[config.mk]
export PLATFORM = sky130hd
export DESIGN_NAME = qrs_front
export DESIGN_NICKNAME = d
export VERILOG_FILES = /design/src/rtl/core/qrs_pkg.sv /design/src/rtl/core/qrs_front.sv
export SDC_FILE = /design/constraint.sdc
export NUM_CORES = 1
export LEC_CHECK = 0
export ABC_CLOCK_PERIOD_IN_PS = 10800
export BUFFER_PORTS_ARGS = -buffer_cell sky130_fd_sc_hd__buf_2
export CORE_MARGIN = 2
export CORE_UTILIZATION = 40
export CTS_BUF_LIST = sky130_fd_sc_hd__clkbuf_2
export DETAILED_ROUTE_END_ITERATION = 10
export PLACE_DENSITY_LB_ADDON = 0.2
export SYNTH_ARGS = -nofsm -noshare
export SYNTH_HDL_FRONTEND = slang
export SYNTH_SLANG_ARGS = --single-unit
[constraint.sdc]
create_clock -name clk -period 10.8 [get_ports clk]
set_input_delay 2.16 -clock clk [delete_from_list [all_inputs] [get_ports clk]]
set_output_delay 2.16 -clock clk [all_outputs]
set_load 0.02 [all_outputs]
[src/rtl/core/qrs_pkg.sv]
// Shared constants and types for the quadratic root solver.
`timescale 1ns / 1ps
`default_nettype none
package qrs_pkg;

  localparam int COEF_WIDTH_DEF = 16;
  localparam int FRAC_BITS_DEF  = 16;
  localparam int ROOT_WIDTH     = 37;
  localparam int QUEUE_DEPTH    = 4;

  typedef enum logic [2:0] {
    CASE_TWO    = 3'd0,
    CASE_ONE    = 3'd1,
    CASE_NONE   = 3'd2,
    CASE_LINEAR = 3'd3,
    CASE_DEGEN  = 3'd4
  } case_code_t;

  // Classification made in the front end.
  typedef struct packed {
    logic a_zero;
    logic b_zero;
    logic ac_pos;
  } qrs_cls_t;

endpackage
`default_nettype wire

[src/rtl/core/qrs_front.sv]
// Front end: accept a coefficient beat, form the products and classify.
`timescale 1ns / 1ps
`default_nettype none
module qrs_front #(
  parameter int COEF_WIDTH = qrs_pkg::COEF_WIDTH_DEF
) (
  input  wire                           clk,
  input  wire                           rst_n,
  input  wire                           in_valid,
  output logic                          in_stall,
  input  wire  signed [COEF_WIDTH-1:0]  in_coef_a,
  input  wire  signed [COEF_WIDTH-1:0]  in_coef_b,
  input  wire  signed [COEF_WIDTH-1:0]  in_coef_c,
  input  wire                           q_full,
  output logic                          fr_valid,
  output logic signed [COEF_WIDTH-1:0]  fr_a,
  output logic signed [COEF_WIDTH-1:0]  fr_b,
  output logic signed [COEF_WIDTH-1:0]  fr_c,
  output logic [2*COEF_WIDTH-1:0]       fr_bb,
  output logic [2*COEF_WIDTH-1:0]       fr_ac,
  output qrs_pkg::qrs_cls_t             fr_cls
);

  localparam int CW = COEF_WIDTH;

  logic                 valid_r, valid_nxt;
  logic                 take;
  logic [CW-1:0]        a_mag, b_mag, c_mag;
  qrs_pkg::qrs_cls_t    cls;

  assign in_stall = valid_r && q_full;
  assign take     = in_valid && !in_stall;

  always_comb begin
    a_mag = in_coef_a[CW-1] ? (~in_coef_a + 1'b1) : in_coef_a;
    b_mag = in_coef_b[CW-1] ? (~in_coef_b + 1'b1) : in_coef_b;
    c_mag = in_coef_c[CW-1] ? (~in_coef_c + 1'b1) : in_coef_c;
    cls.a_zero = (in_coef_a == '0);
    cls.b_zero = (in_coef_b == '0);
    cls.ac_pos = (in_coef_a != '0) && (in_coef_c != '0) &&
                 (in_coef_a[CW-1] == in_coef_c[CW-1]);
  end

  always_comb begin
    valid_nxt = valid_r;
    if (take) begin
      valid_nxt = 1'b1;
    end else if (valid_r && !q_full) begin
      valid_nxt = 1'b0;
    end
  end

  always_ff @(posedge clk) begin
    if (!rst_n) begin
      valid_r <= 1'b0;
    end else begin
      valid_r <= valid_nxt;
    end
  end

  always_ff @(posedge clk) begin
    if (take) begin
      fr_a   <= in_coef_a;
      fr_b   <= in_coef_b;
      fr_c   <= in_coef_c;
      fr_bb  <= b_mag * b_mag;
      fr_ac  <= a_mag * c_mag;
      fr_cls <= cls;
    end
  end

  assign fr_valid = valid_r;

endmodule
`default_nettype wire

==> results of run 1 <==
final cells by class:
class	instances	share of cell area
tap	664	0.0376
antenna	3	0.000340
clock buffer	17	0.00385
sequential	114	0.155
multi-input combinational	1477	0.667
clock inverter	15	0.00601
timing repair buffer	215	0.0542
inverter	451	0.0767
flip-flops by register name, indices dropped and copies added, names as in the netlist:
register  count
fr_b         16
fr_ac        32
fr_cls        3
fr_a         16
fr_c         16
fr_bb        30
fr_valid      1
critical path, cell delays in order:
cell,delay [ps]
buf_2,170
inv_1,380
ha_1,250
nand2b_1,110
or3_1,430
o31a_1,310
xnor2_1,610
nor2_1,140
fa_1,560
inv_1,50
fa_1,460
fa_1,520
inv_1,60
fa_1,490
fa_1,490
inv_1,50
fa_1,470
inv_1,40
ha_1,360
a21oi_1,260
o211ai_1,180
a221oi_1,300
o21ai_0,250
buf_4,230
a211oi_1,420
o21ai_0,170
a21oi_1,160
stage by stage:
| step | hold slack [ps] | std cells | setup slack [ps] |
|---|---|---|---|
| finish | 697 | 2956 | 1510 |
| global route | 739 | 2956 | 1170 |
| CTS | 713 | 2953 | 1700 |
| detailed placement | 671 | 2921 | 611 |
| global placement | 638 | 2921 | 643 |
| floorplan | 830 | 2090 | 1600 |
cell usage in the layout, fill, tap and decap left out, types with 20 or more instances in the layout:
cell type	synthesis	layout
xnor2_1	70	68
a21oi_1	67	67
inv_1	443	443
ha_1	205	205
edfxtp_1	113	113
buf_4	3	48
a21o_1	20	20
nor3_1	23	23
nor2_1	209	209
o21ai_0	47	47
buf_2	1	167
xor2_1	46	46
fa_1	357	357
nand2_1	226	226
how the worst max path moves through the flow:
| stage | from | end | slack (ps) | cells past startpoint |
|---|---|---|---|---|
| after detailed placement | in_coef_b[7] | fr_bb[27] | 610 | 25 |
| after global placement | in_coef_a[3] | fr_ac[31] | 640 | 24 |
| after global routing | in_coef_a[0] | fr_ac[31] | 1170 | 27 |
| after floorplan | in_coef_b[0] | fr_bb[20] | 1600 | 26 |
| after CTS | in_coef_a[0] | fr_ac[31] | 1700 | 27 |
| final | in_coef_a[0] | fr_ac[31] | 1510 | 27 |
metal layers:
metal,vias up,share of wire,wire (um),global-route usage
met5,-,0,0,0
met4,0,0.016,864,0.0668
met3,60,0.066,3460,0.0407
met1,7571,0.45,23400,0.298
met2,484,0.47,24700,0.337
li1,6883,-,-,-
kinds of logic after synthesis:
kind of cell    after synthesis  share of synthesized area
compound gates              214                     0.0695
simple gates                569                      0.124
xor+xnor                    119                     0.0539
other cells                   2                   0.000376
mux                           1                   0.000501
fa+ha+maj                   562                      0.487
flops                       114                      0.171
buf+inv                     499                     0.0945
==> impl_metrics.csv, run 1 <==
group,metric,value,unit
outcome,outcome,"complete, no violations",
final_layout,area_growth,10.6,%
clocking,clock-sinks,114,
drt,wire_per_inst,17.8,um
final_layout,fill_cells,4840,
sta,tightest_slew,1300,ps
global_routing,grt_pass1_wl,83.2,mm
yosys,ys_top_cells_by_count,"443 x inv_1, 357 x fa_1, 226 x nand2_1",
sta,setup_viol,0,
final_layout,multi_input_area,14700,um^2
die,start_util,0.407,
die,rows,81,
yosys,synth_area_leader_cell,"fa_1",
sta,tns,0,ps
hold_path,worstHoldPathType,"flip-flop to flip-flop",
global_routing,grt_usage,0.214,
critical_path,arrival,10100,ps
global_routing,grt_pass1_vias,15415,
drt,firstDrtPassIters,5,
yosys,synth_edf_count,113,
critical_path,end_kind,"flip-flop",
clocking,cts_made_buffers,17,
sta,max_slew_margin,0.125,
critical_path,worstReg2RegStart,"fr_valid",
die,fp.coreArea,49100,um^2
yosys,syn_avg_cell_area,9.60,um^2
place,io_buffer_count,167,
die,die_area,51700,um^2
clocking,ctsResizeCount,0,
critical_path,reg2reg_depth,3,
hold_path,min_path_cells,2,
sta,rsz0062_at_grt,"no",
final_layout,fin_nets,2890,
clocking,cts_hold_buf,0,
final_layout,drive_gt1_frac,0.118,
sta,fin_skew,43.9,ps
yosys,yosys_warnings,0,
die,die_x,227,um
global_routing,grt-ovfl-total,0,
yosys,synthCells,2080,
sta,finalMaxSlewViolations,0,
clocking,clk_pin_slew,210,ps
clocking,cts.htree.levels,4,
run,cap_violations,0,
critical_path,regToRegSetupSlack,8180,ps
final_layout,post-route-util,0.450,
sta,fin_crit,9290,ps
die,fp.dieH,227,um
clocking,post_cts_buffers,0,
yosys,yosys.area.top_type_share,0.358,
die,pin_count,169,
sta,fmax,108,MHz
yosys,synth_area,20000,um^2
yosys,synth_cell_types,65,
global_routing,antenna_found_initial,2,
drt,drtIter0Drc,995,
yosys,ys_ff_latch,114,
final_layout,regArea,3410,um^2
final_layout,stdcell_area,22100,um^2
clocking,worstSkewPairLatency,960,ps
critical_path,worst_setup_path_start_kind,"input pin",
yosys,ys_seq_area_frac,0.171,
global_routing,grt_max_degree,86,
drt,routed_wl,52.5,mm
critical_path,r2r-end,"fr_c[13]",
critical_path,critPathKind,"input pin to flip-flop",
yosys,ys_async_sr_fraction,0,
clocking,root_buffer,"clkbuf_2",
clocking,cts_buffer_depth,2,
yosys,synth-main-ff-cell,"edfxtp_1",
place,place_congestion,0.879,
hold_path,hold_end,"fr_valid",
sta,fin_crit_sh,0.861,
yosys,synth_area_leaders,"fa_1 36%, edfxtp_1 17%, ha_1 13%",
drt,ant_nets,0,
place,placed_cell_area,21900,um^2
place,hpwl,43.3,mm
drt,num_vias,14998,
clocking,tritoncts,"yes",
drt,viasPerCell,5.07,
critical_path,required,11610,ps
sta,hold_violations,0,
critical_path,critical_path.max_fanout,12,
yosys,synth_most_common_cell,"inv_1",
drt,route.detailed.drc,0,
hold_path,hp-start,"fr_valid",
Power of run 1 is left out: the tool's default activity adds up to more than one toggle a clock period on the data nets, which glitch-free logic cannot reach.
==> run 2: changes to the inputs <==
ABC_CLOCK_PERIOD_IN_PS = 10050   (was 10800)
clock period = 10.05 ns   (was 10.8 ns; I/O delays follow)
==> run 2 against run 1 <==
Global-route usage up 0.081 points. First-iteration DRC count is 1.6% higher. Die area unchanged. Count of clock-buffer cells in the layout grew 1. Wire length shrank 1.6%. Design area is 0.55% higher. Cell count rose by 0.41%. Via count increased by 0.50%. Sequential cell count did not move. Critical path depth down 2. Setup slack got worse by 260 ps. Sequential share of layout area shrank 0.084 points.
==> impl_metrics.csv, run 2 (synthesized netlist as in run 1, its figures left out) <==
group,metric,value,unit
critical_path,required,10880,ps
final_layout,fill_cells,4834,
critical_path,cp-endpoint,"fr_bb[27]",
sta,hold_violations,0,
drt,drtIter0Drc,1011,
clocking,ctsResizeCount,0,
final_layout,area_growth,11.2,%
global_routing,antenna_found_initial,1,
final_layout,final_cell_mix,"443 x inv_1, 357 x fa_1, 226 x nand2_1",
clocking,cts_buffer_depth,2,
clocking,root_buffer,"clkbuf_2",
critical_path,crit_top_cell,"fa_1",
clocking,cts_hold_buf,0,
sta,tns,0,ps
final_layout,largest_reg_flops,32,
global_routing,grt_pass1_wl,84.7,mm
clocking,clk_pin_slew,300,ps
sta,fmax,114,MHz
sta,setup_viol,0,
hold_path,worstHoldPathType,"flip-flop to flip-flop",
critical_path,end_kind,"flip-flop",
clocking,post_cts_buffers,0,
drt,viasPerCell,5.08,
sta,finalMaxSlewViolations,0,
global_routing,grt-ovfl-total,0,
place,hpwl,42.9,mm
clocking,worstSkewPairLatency,1020,ps
die,die_x,227,um
die,fp.coreArea,49100,um^2
final_layout,post-route-util,0.453,
clocking,cts.htree.levels,4,
critical_path,worst_setup_path_start_kind,"input pin",
global_routing,grt_max_degree,81,
final_layout,regMostFlops,"fr_ac",
clocking,clock-sinks,114,
outcome,outcome,"complete, no violations",
final_layout,layout_commonest_cell,"inv_1",
die,fp.dieH,227,um
drt,route.detailed.drc,0,
final_layout,largest_registers,"fr_ac x32, fr_bb x30",
critical_path,worstReg2RegStart,"fr_valid",
sta,fin_skew,97.3,ps
global_routing,grt_pass1_vias,15958,
critical_path,arrival,9630,ps
drt,num_vias,15073,
critical_path,reg2reg_depth,3,
die,pin_count,169,
final_layout,drive_gt1_frac,0.122,
sta,max_slew_margin,0.0781,
global_routing,grt_usage,0.215,
sta,fin_crit_sh,0.876,
critical_path,crit_path_top_delay_cell,"fa_1",
drt,firstDrtPassIters,5,
critical_path,regToRegSetupSlack,7360,ps
sta,tightest_slew,1370,ps
die,start_util,0.407,
place,place_congestion,0.897,
drt,wire_per_inst,17.4,um
sta,whs,680,ps
place,dp.cells,2935,
die,rows,81,
sta,rsz0062_at_grt,"no",
clocking,tritoncts,"yes",
critical_path,cp_top_family,"adder cells",
critical_path,r2r-end,"fr_ac[24]",
critical_path,path_buf_inv,5,
clocking,cts_made_buffers,17,
die,die_area,51700,um^2
place,io_buffer_count,167,
critical_path,critical_path.max_fanout,8,
final_layout,fin_nets,2904,
critical_path,slowest_delay,560,ps
critical_path,crit_start,"in_coef_b[7]",
sta,fin_crit,8800,ps
drt,routed_wl,51.6,mm
critical_path,critPathKind,"input pin to flip-flop",
final_layout,fin_cells,2968,
critical_path,worstSetupPathDepth,25,
drt,ant_nets,0,
run,cap_violations,0,
## run 2: changes by cell type in the layout (fill, tap and decap cells not counted), sizes merged
cell      change
buf          +14
diode         -2
clkinv        +3
clkbuf        +1
bufinv        +2
clkinvlp      -3
inv           -3
## run 2: per-layer routing
layer | GRT usage | vias to the layer above | wire, um
li1 | - | 6923 | -
met1 | 0.301 | 7661 | 23100
met2 | 0.340 | 420 | 24200
met3 | 0.0332 | 69 | 3070
met4 | 0.0708 | 0 | 1250
met5 | 0 | - | 0
## run 2: worst min path at each step
stage,start,endpoint,cells after the start
3_3_place_gp,fr_valid,fr_valid,2
2_1_floorplan,fr_valid,fr_valid,2
5_1_grt,fr_valid,fr_valid,2
6_report,fr_valid,fr_valid,2
4_1_cts,fr_valid,fr_valid,2
3_5_place_dp,fr_valid,fr_valid,2
## run 2: worst min-delay path: stages (launching register included)
cell and delay, ps:
dfxtp_1 350, and2_1 200, o21a_1 120
## run 2: through the flow
| step | cell area (um^2) | setup slack, ps |
|---|---|---|
| 2_1_floorplan | 20000 | 1000 |
| 4_1_cts | 22200 | 1500 |
| 6_report | 22200 | 1250 |
| 3_3_place_gp | 21900 | 443 |
| 5_1_grt | 22200 | 887 |
| 3_5_place_dp | 21900 | 205 |
## run 2: area by class of cell
class	count	area, um^2	share of cell area
inverters	451	1690	0.0762
diodes	1	2.50	0.000113
well taps	664	831	0.0374
clock inverters	14	164	0.00738
multi-input cells	1477	14700	0.662
flip-flops and latches	114	3410	0.154
repair buffers	229	1300	0.0586
clock buffers	18	90.1	0.00406
Power of run 2 is left out for the same reason.
