### src/rtl/core/qrs_pkg.sv
// Shared constants and types for the quadratic root solver.
`timescale 1ns / 1ps
`default_nettype none
package qrs_pkg;

  localparam int COEF_WIDTH_DEF = 16;
  localparam int FRAC_BITS_DEF  = 16;
  localparam int ROOT_WIDTH     = 37;
  localparam int QUEUE_DEPTH    = 4;

  typedef enum logic [2:0] {
    CASE_TWO    = 3'd0,
    CASE_ONE    = 3'd1,
    CASE_NONE   = 3'd2,
    CASE_LINEAR = 3'd3,
    CASE_DEGEN  = 3'd4
  } case_code_t;

  // Classification made in the front end.
  typedef struct packed {
    logic a_zero;
    logic b_zero;
    logic ac_pos;
  } qrs_cls_t;

endpackage
`default_nettype wire

### src/rtl/core/qrs_fifo.sv
// Short queue between front and back end.
`timescale 1ns / 1ps
`default_nettype none
module qrs_fifo #(
  parameter int WIDTH = 8
) (
  input  wire              clk,
  input  wire              rst_n,
  input  wire              push,
  input  wire [WIDTH-1:0]  din,
  output logic             full,
  input  wire              pop,
  output logic             empty,
  output logic [WIDTH-1:0] dout
);

  localparam int DEPTH = qrs_pkg::QUEUE_DEPTH;
  localparam int PW    = $clog2(DEPTH);
  localparam int CNTW  = $clog2(DEPTH + 1);

  logic [WIDTH-1:0] mem [0:DEPTH-1];
  logic [PW-1:0]    wr_ptr_r, rd_ptr_r;
  logic [CNTW-1:0]  cnt_r, cnt_nxt;
  logic             do_push, do_pop;

  assign full    = (cnt_r == CNTW'(DEPTH));
  assign empty   = (cnt_r == '0);
  assign do_push = push && !full;
  assign do_pop  = pop && !empty;
  assign dout    = mem[rd_ptr_r];

  always_comb begin
    cnt_nxt = cnt_r;
    if (do_push && !do_pop) begin
      cnt_nxt = cnt_r + 1'b1;
    end else if (do_pop && !do_push) begin
      cnt_nxt = cnt_r - 1'b1;
    end
  end

  always_ff @(posedge clk) begin
    if (!rst_n) begin
      wr_ptr_r <= '0;
      rd_ptr_r <= '0;
      cnt_r    <= '0;
    end else begin
      cnt_r <= cnt_nxt;
      if (do_push) begin
        wr_ptr_r <= wr_ptr_r + 1'b1;
      end
      if (do_pop) begin
        rd_ptr_r <= rd_ptr_r + 1'b1;
      end
    end
  end

  always_ff @(posedge clk) begin
    if (do_push) begin
      mem[wr_ptr_r] <= din;
    end
  end

endmodule
`default_nettype wire

### config.mk
export PLATFORM = sky130hd
export DESIGN_NAME = qrs_fifo
export DESIGN_NICKNAME = d
export VERILOG_FILES = /design/src/rtl/core/qrs_pkg.sv /design/src/rtl/core/qrs_fifo.sv
export SDC_FILE = /design/constraint.sdc
export NUM_CORES = 1
export LEC_CHECK = 0
export BUFFER_PORTS_ARGS = -buffer_cell sky130_fd_sc_hd__buf_2
export CORE_MARGIN = 5
export CORE_UTILIZATION = 55
export CTS_CLUSTER_DIAMETER = 60
export DETAILED_ROUTE_END_ITERATION = 6
export PLACE_DENSITY_LB_ADDON = 0.3
export SYNTH_ARGS = -nofsm -noshare
export SYNTH_HDL_FRONTEND = slang
export SYNTH_SLANG_ARGS = --single-unit
### constraint.sdc
create_clock -name clk -period 5.3 [get_ports clk]
set_input_delay 0.265 -clock clk [delete_from_list [all_inputs] [get_ports clk]]
set_output_delay 0.265 -clock clk [all_outputs]
set_load 0.02 [all_outputs]
==> flow_summary.yaml, run 1 <==
detailed_routing:
  routed.top_layer: "met4"
  wl_met2_um: 1295
  antenna_left: 0
  viasPerCell: 5.575
  post-route-drc-count: 0
  met3WireLength_um: 132
  wl_um: 2430
  drt_iter0_drc: 33
  wl_per_cell_um: 16.64
  firstDrtPassIters: 3
  route.layer.met1.wl_um: 976
  vias: 814
placement:
  port_buffers: 21
  dpl.hpwl_um: 1826
  gp_congestion: 0.7526
  placed_area_sq_um: 1759
job:
  max_cap_viol_count: 0
pwr:
  p_leak_nw: 0.6567
  p_per_area_nw_per_um2: 456.4
  vdd_drop_max_mv: 0.2968
sta:
  setup-tns-final_ns: 0
  setup_violations: 0
  rsz0062_at_grt: "no"
  hold_violations: 0
  period_needed_ns: 2.451
  finalCritPeriodShare_pct: 46.25
  finalMaxSlewViolations: 0
  fmax_mhz: 407.9
  slew_headroom_pct: 64.54
  skew_ns: 0.01028
  worst_hold_slack_ns: 0.1382
  tightest_slew_ns: 0.5311
critical_path:
  worstPathMaxFanout: 7
  path_class: "flip-flop to flip-flop"
  worstSetupStartpointType: "flip-flop"
  timing.rr.start: "cnt_r[0]"
  cp.arrival_ns: 2.73
  cp_data_required_time_ns: 5.57
  cp-end-kind: "flip-flop"
  startpoint: "cnt_r[0]"
synthesis:
  yosys_warnings: 0
  synth.distinct_cells: 23
  yosysSeqAreaShare_pct: 69.62
  synth_cells: 90
  synth_fp_nets: 108
  syn_area_per_cell_sq_um: 18.21
  synth-seq-cells: 41
  netlist_area_sq_um: 1639
layout:
  antennaDiodeCount: 0
  fin_nets: 132
  design_area_sq_um: 1814
  final_common_cell: "edfxtp_1"
  area_delta_synth_final_pct: 10.69
  fill_cells: 215
  mostFrequentLayoutCells: "32 x edfxtp_1, 21 x buf_2, 9 x dfxtp_1, 8 x mux4_2, 8 x and2_1"
  drive_above_1_share_pct: 33.91
die:
  rows: 19
  die_area_sq_um: 4172
  core_sq_um: 2805
  die_height_um: 64.59
  start_util_pct: 58.43
  ioPinCount: 22
  die_w_um: 64.59
global_routing:
  overflow: 0
  grt_pass1_wl_um: 4126
  antenna_found_initial: 0
  grt_max_degree: 14
  grtUsageTotal_pct: 13.76
  grt_pass1_vias: 884
clock_network:
  root_buffer: "clkbuf_4"
  cts_buffers: 5
  cts_htree_levels: 2
  cts_tree: "yes"
  post_cts_buffers: 0
  insertion_delay_ns: 0.33
  cts-hold-fix-buffers: 0
  cts_resized: 0
  cts_max_path_buffers: 2
  cts_sinks: 41
  clkTransAtPathRegs_ns: 0.11
min_path:
  hp-class: "input port to flip-flop"
  min-delay-start: "din[6]"
outcome:
  status: "complete, no violations"
[final cells by class]
| cell class | instances | area, sq um | share of cell area, % |
|---|---|---|---|
| inverter | 3 | 11.26 | 0.6207 |
| clock buffer | 5 | 37.54 | 2.069 |
| sequential | 41 | 1141 | 62.90 |
| multi-input combinational | 42 | 462.9 | 25.52 |
| tap | 31 | 38.79 | 2.138 |
| timing repair buffer | 21 | 105.1 | 5.793 |
| clock inverter | 3 | 17.52 | 0.9655 |
[layer usage]
metal	track usage, %	up-vias
met2	23.58	23
met4	5.541	0
met3	6.045	2
met1	15.00	404
li1	-	385
met5	0	-
[synthesized netlist by cell type]
cell type	instances	area, sq um
a21boi_1	1	7.510
and2_1	8	50.05
buf_1	1	3.750
buf_2	1	5.000
buf_6	1	11.26
clkbuf_1	1	3.750
dfxtp_1	9	180.2
edfxtp_1	32	960.9
fa_1	1	20.02
ha_1	5	62.56
inv_1	3	11.26
mux2i_1	3	30.03
mux4_2	8	180.2
nand2_1	4	15.01
nor2b_1	2	12.51
nor3_1	1	5.000
nor3b_2	1	12.51
o21ai_0	1	5.000
o311ai_1	1	8.760
o31ai_2	1	12.51
or3_1	1	6.260
xnor2_1	3	26.28
xor2_1	1	8.760
[registers in the layout (all words and copies together) (netlist names), named ones only]
register	flops
cnt_r	3
mem	32
rd_ptr_r	2
wr_ptr_r	2
[worst max-delay path: stages, from the launching register on]
cell	delay [ns]
dfxtp_1	0.52
nor3b_2	0.09
nor2b_1	0.41
ha_1	0.28
inv_1	0.06
fa_1	0.39
xor2_1	0.18
or3_1	0.30
a21boi_1	0.15
[power breakdown]
part           internal [mW]  switching, mW
registers              0.395         0.0470
logic                  0.120          0.124
clock network         0.0500         0.0929
total                  0.565          0.263
[kinds of logic after synthesis]
kind of cell / count (synthesis) / share of synthesized area, %
compound gates: 4 / 2.061
simple gates: 17 / 6.183
fa+ha+maj: 6 / 5.038
xor+xnor: 4 / 2.138
mux: 11 / 12.82
buf+inv: 7 / 2.137
flops: 41 / 69.62
[through the flow]
| stage | util, % | cells | total power [mW] | setup WS, ns |
|---|---|---|---|---|
| final | 64.67 | 146 | 0.8280 | 2.849 |
| after global routing | 64.67 | 146 | 0.8859 | 2.656 |
| after CTS | 64.67 | 146 | 0.8417 | 2.823 |
| after detailed placement | 62.71 | 138 | 0.6997 | 2.822 |
| after global placement | 62.71 | 138 | 0.6854 | 3.067 |
| after floorplan | - | 90 | 0.6278 | 3.211 |
[worst paths after layout]
check / endpoint / slack (ns) / cells after the start
setup / recovery: cnt_r[2] / 2.85 / 8
hold / removal: mem[3][6] / 0.14 / 1
setup reg to reg: cnt_r[2] / 2.85 / 8
hold reg to reg: wr_ptr_r[1] / 0.51 / 2
(Power assumes the default switching activity.)
==> inputs of run 2 (changes only) <==
--- a/config.mk
+++ b/config.mk
@@ -5,6 +5,7 @@
 export SDC_FILE = /design/constraint.sdc
 export NUM_CORES = 1
 export LEC_CHECK = 0
+export ABC_AREA = 1
 export BUFFER_PORTS_ARGS = -buffer_cell sky130_fd_sc_hd__buf_2
 export CORE_MARGIN = 5
 export CORE_UTILIZATION = 55
==> constraint.sdc (replaced) <==
create_clock -name clk -period 2.4 [get_ports clk]
set_input_delay 0.12 -clock clk [delete_from_list [all_inputs] [get_ports clk]]
set_output_delay 0.12 -clock clk [all_outputs]
set_load 0.02 [all_outputs]
==> flow_summary.yaml, run 2 <==
outcome:
  status: "complete, no violations"
layout:
  mostFrequentLayoutCells: "32 x edfxtp_1, 30 x nor2_1, 21 x buf_2, 17 x inv_1"
  drive_above_1_share_pct: 21.51
  largest_reg_flops: 32
  fill_cells: 240
  area_delta_synth_final_pct: 19.82
  regMostFlops: "mem"
  top_regs: "mem (32), cnt_r (3)"
  register_area_sq_um: 1141
  design_area_sq_um: 2019
  fin_nets: 203
  final_common_cell: "edfxtp_1"
  multi_input_area_sq_um: 454.2
  antennaDiodeCount: 0
global_routing:
  grt_pass1_wl_um: 5237
  grtUsageTotal_pct: 16.79
  antenna_found_initial: 0
  grt_max_degree: 17
  overflow: 0
  grt_pass1_vias: 1151
sta:
  finalCritPeriodShare_pct: 79.27
  period_needed_ns: 1.903
  skew_ns: 0.004503
  tightest_slew_ns: 0.4227
  rsz0062_at_grt: "no"
  fmax_mhz: 525.6
  setup-tns-final_ns: 0
  setup_violations: 0
  hold_violations: 0
  slew_headroom_pct: 71.78
  finalMaxSlewViolations: 0
synthesis:
  netlist_area_sq_um: 1685
  yosys_warnings: 0
  yosysMostFrequentCell: "edfxtp_1"
  synth_commonest_cells: "32 x edfxtp_1, 30 x nor2_1, 17 x inv_1"
  synth_flop_cell: "edfxtp_1"
  synth_area_leaders: "edfxtp_1 57%, dfxtp_1 11%, nor2_1 6.7%, o21ai_0 3.9%, inv_1 3.8%"
  synth-seq-cells: 41
  synth.distinct_cells: 18
  async_flop_share_pct: 0
  synth_fp_nets: 164
  synth_top_cell_area_share_pct: 57.02
  syn_area_per_cell_sq_um: 11.54
  yosysSeqAreaShare_pct: 67.71
  synth_edf_count: 32
  synth_top_area_cell: "edfxtp_1"
  synth_cells: 146
die:
  core_sq_um: 3003
  die_w_um: 65.36
  die_height_um: 65.36
  rows: 20
  ioPinCount: 22
  die_area_sq_um: 4271
  start_util_pct: 56.12
detailed_routing:
  vias: 1132
  antenna_left: 0
  wl_per_cell_um: 13.84
  viasPerCell: 5.169
  firstDrtPassIters: 4
  post-route-drc-count: 0
  drt_iter0_drc: 68
  wl_um: 3030
clock_network:
  cts_sinks: 41
  cts_buffers: 5
  cts_resized: 0
  clkTransAtPathRegs_ns: 0.11
  insertion_delay_ns: 0.34
  cts_tree: "yes"
  cts_htree_levels: 2
  cts_max_path_buffers: 2
  root_buffer: "clkbuf_4"
  cts-hold-fix-buffers: 8
  post_cts_buffers: 0
critical_path:
  reg2reg_depth: 13
  path_class: "flip-flop to flip-flop"
  worstPathMaxFanout: 5
  cp.arrival_ns: 2.15
  startpoint: "cnt_r[1]"
  r2r_end: "cnt_r[2]"
  setup.worst_path.end: "cnt_r[2]"
  timing.rr.start: "cnt_r[1]"
  worstSetupStartpointType: "flip-flop"
  cp-end-kind: "flip-flop"
  ff2ff_setup_slack_ns: 0.50
  cp_data_required_time_ns: 2.65
pwr:
  p_leak_nw: 0.8226
  vdd_drop_max_mv: 0.6418
  p_per_area_nw_per_um2: 1008
placement:
  gp_congestion: 0.7352
  placed_area_sq_um: 1847
  dpl.hpwl_um: 2132
  port_buffers: 21
min_path:
  hp-class: "input port to flip-flop"
job:
  max_cap_viol_count: 0
==> run 2: changes by cell type in the layout (fill, tap and decap cells not counted), moves of 5 or more <==
cell           before  now
o21ai_0             1   13
inv_1               3   17
nand2_1             4   13
buf_4               0    5
o22ai_1             0    8
dlygate4sd3_1       0    8
and2_1              8    0
nor2_1              0   30
mux4_2              8    0
==> run 2: cells by family (layout without fill, tap and decap cells) <==
logic type	after synthesis	in the layout	synth area share, %
DFF	41	41	67.71
adders and majority gates	6	6	4.900
AOI/OAI and AO/OA	28	28	9.577
buffers and inverters	20	60	5.345
and+or+nand+nor	50	50	11.95
xor gates and xnor gates	1	1	0.5198
==> run 2: final cells by class <==
| cell class | count | area share [%] |
|---|---|---|
| well taps | 33 | 2.045 |
| inverters | 18 | 3.346 |
| flip-flops and latches | 41 | 56.51 |
| clock buffers | 7 | 4.337 |
| multi-input cells | 85 | 22.49 |
| repair buffers | 34 | 11.03 |
| clock inverters | 1 | 0.2478 |
==> run 2: worst max-delay path: stages, from the launching register on <==
cell and delay [ns]:
dfxtp_1 0.40, nor2_1 0.09, nand2_1 0.13, nand2_2 0.10
inv_1 0.11, ha_1 0.18, inv_1 0.07, fa_1 0.38
inv_1 0.07, nand2_1 0.05, nand3_1 0.10, nand2_1 0.06
nand2_1 0.05, nor2_1 0.03
==> run 2: power by group <==
| group | total (mW) | internal (mW) | switching [mW] | leakage (nW) |
|---|---|---|---|---|
| sequential | 0.942 | 0.870 | 0.0719 | 0.367 |
| combinational | 0.640 | 0.229 | 0.411 | 0.404 |
| clock | 0.454 | 0.239 | 0.215 | 0.0516 |
==> run 2: metrics by stage <==
stage | hold slack [ns] | utilization, % | cells | power [mW] | setup slack [ns]
floorplan | 0.2189 | - | 146 | 1.401 | 0.6930
global placement | 0.3307 | 61.50 | 203 | 1.561 | 0.6258
detailed placement | 0.3419 | 61.50 | 203 | 1.598 | 0.5133
CTS | 0.01331 | 67.25 | 219 | 2.061 | 0.4976
global route | 0.03339 | 67.25 | 219 | 2.192 | 0.2767
finish | 0.03332 | 67.25 | 219 | 2.036 | 0.4975
==> run 2: metal layers <==
| layer | routed length (um) | global-route usage [%] | part of all wire [%] |
|---|---|---|---|
| met2 | 1651 | 31.73 | 54 |
| met5 | 0 | 0 | 0 |
| met1 | 1199 | 17.69 | 40 |
| met3 | 136 | 5.299 | 4.5 |
| met4 | 42 | 4.663 | 1.4 |
==> run 2: worst min path at each step <==
stage	slack (ns)	to	from	depth (start not counted)
6_report	0.03	cnt_r[2]	rst_n	3
5_1_grt	0.03	cnt_r[2]	rst_n	3
4_1_cts	0.01	cnt_r[2]	rst_n	3
3_5_place_dp	0.34	mem[1][1]	din[1]	1
3_3_place_gp	0.33	mem[2][6]	din[6]	1
2_1_floorplan	0.22	mem[0][0]	din[0]	0
==> inputs of run 3 (changes only) <==
==> constraint.sdc (replaced) <==
create_clock -name clk -period 1.9 [get_ports clk]
set_input_delay 0.095 -clock clk [delete_from_list [all_inputs] [get_ports clk]]
set_output_delay 0.095 -clock clk [all_outputs]
set_load 0.02 [all_outputs]
==> flow_summary.yaml, run 3 (synthesized netlist as in run 2, its figures left out) <==
outcome:
  status: "complete, no violations"
detailed_routing:
  routed.top_layer: "met4"
  firstDrtPassIters: 4
  met3WireLength_um: 128
  antenna_left: 0
  route.layer.met1.wl_um: 1222
  vias: 1142
  wl_met2_um: 1754
  drt_iter0_drc: 30
  wl_per_cell_um: 14.62
  wl_um: 3217
  viasPerCell: 5.191
  post-route-drc-count: 0
die:
  die_area_sq_um: 4271
  core_sq_um: 3003
  start_util_pct: 56.12
  die_height_um: 65.36
  rows: 20
  ioPinCount: 22
  die_w_um: 65.36
clock_network:
  cts_htree_levels: 2
  cts_buffers: 5
  post_cts_buffers: 0
  clkTransAtPathRegs_ns: 0.12
  cts_tree: "yes"
  cts_max_path_buffers: 2
  cts_sinks: 41
  root_buffer: "clkbuf_4"
  insertion_delay_ns: 0.35
sta:
  period_needed_ns: 1.802
  finalCritPeriodShare_pct: 94.85
  tightest_slew_ns: 0.3421
  setup_violations: 0
  setup-tns-final_ns: 0
  hold_violations: 0
  fmax_mhz: 554.9
  finalMaxSlewViolations: 0
  slew_headroom_pct: 77.16
  rsz0062_at_grt: "no"
  skew_ns: 0.008820
  worst_hold_slack_ns: 0.04467
critical_path:
  path_class: "flip-flop to flip-flop"
  cp.arrival_ns: 2.07
  worstSetupStartpointType: "flip-flop"
  cp_data_required_time_ns: 2.17
  cp-end-kind: "flip-flop"
  worstPathMaxFanout: 4
layout:
  final_common_cell: "edfxtp_1"
  drive_above_1_share_pct: 25.67
  fill_cells: 241
  top_regs: "mem (32), cnt_r (3)"
  largest_reg_flops: 32
  area_delta_synth_final_pct: 21.97
  fin_nets: 204
  stdcell_count: 220
  antennaDiodeCount: 0
  regMostFlops: "mem"
  mostFrequentLayoutCells: "32 x edfxtp_1, 29 x nor2_1, 21 x buf_2, 16 x inv_1, 12 x o21ai_0"
job:
  max_cap_viol_count: 0
placement:
  dpl.hpwl_um: 2121
  gp_congestion: 0.8000
  port_buffers: 21
  place_inst: 203
global_routing:
  grt_max_degree: 17
  antenna_found_initial: 0
  grt_pass1_vias: 1120
  overflow: 0
  grt_pass1_wl_um: 5002
  grtUsageTotal_pct: 16.30
pwr:
  p_leak_nw: 0.8299
  vdd_drop_max_mv: 0.8087
  p_per_area_nw_per_um2: 1309
min_path:
  hp-class: "input port to flip-flop"
[run 3: where the power goes]
part           internal [mW]  switching (mW)
clock                  0.355           0.281
sequential              1.11          0.0974
combinational          0.306           0.543
total                   1.77           0.922
[run 3: cell type report]
class                   count  area (sq um)  area share, %
clock buffers               6         62.56          3.043
clock inverters             2         35.03          1.704
inverters                  18         67.56          3.287
multi-input cells          85         469.2          22.82
flip-flops and latches     41          1147          55.81
well taps                  33         41.29          2.009
repair buffers             35         232.7          11.32
[run 3: worst max-delay path, cell delays in order, from the launching register on]
cell and delay [ns]:
dfxtp_2 0.36, nor2_2 0.16, nand2_2 0.11, nand2_2 0.10, ha_2 0.18, inv_1 0.06
fa_1 0.38, inv_1 0.07, nand2_1 0.05, nand3_1 0.10, nand2_1 0.05, nand2_1 0.05
nor2_1 0.04
[run 3: through the flow]
stage | power (mW) | utilization [%] | instance area [sq um] | worst slack [ns]
finish | 2.690 | 68.46 | 2056 | 0.09792
global route | 2.856 | 68.46 | 2056 | 0.003508
CTS | 2.667 | 67.83 | 2037 | 0.02856
detailed placement | 2.022 | 61.50 | 1847 | -0.001326
global placement | 1.972 | 61.50 | 1847 | 0.1277
floorplan | 1.770 | - | 1685 | 0.1930
[run 3: final timing paths]
check	from	end	slack [ns]	depth (start not counted)
min	pop	rd_ptr_r[1]	0.04	3
min reg2reg	rd_ptr_r[0]	rd_ptr_r[0]	0.52	2
max reg2reg	cnt_r[1]	cnt_r[2]	0.1	12
max	cnt_r[1]	cnt_r[2]	0.1	12
[run 3: repair_timing]
| action | 4_1_cts | 5_1_grt |
|---|---|---|
| hold buffers | 9 | 0 |
| endpoints found under the setup margin | 1 | 4 |
| gates resized for setup | 2 | 9 |
| endpoints found under the hold margin | 33 | 0 |
[run 3: metal layers]
metal,vias to the layer above,GRT usage (%)
li1,576,-
met1,530,17.53
met2,24,28.70
met3,12,4.274
met4,0,9.326
met5,-,0
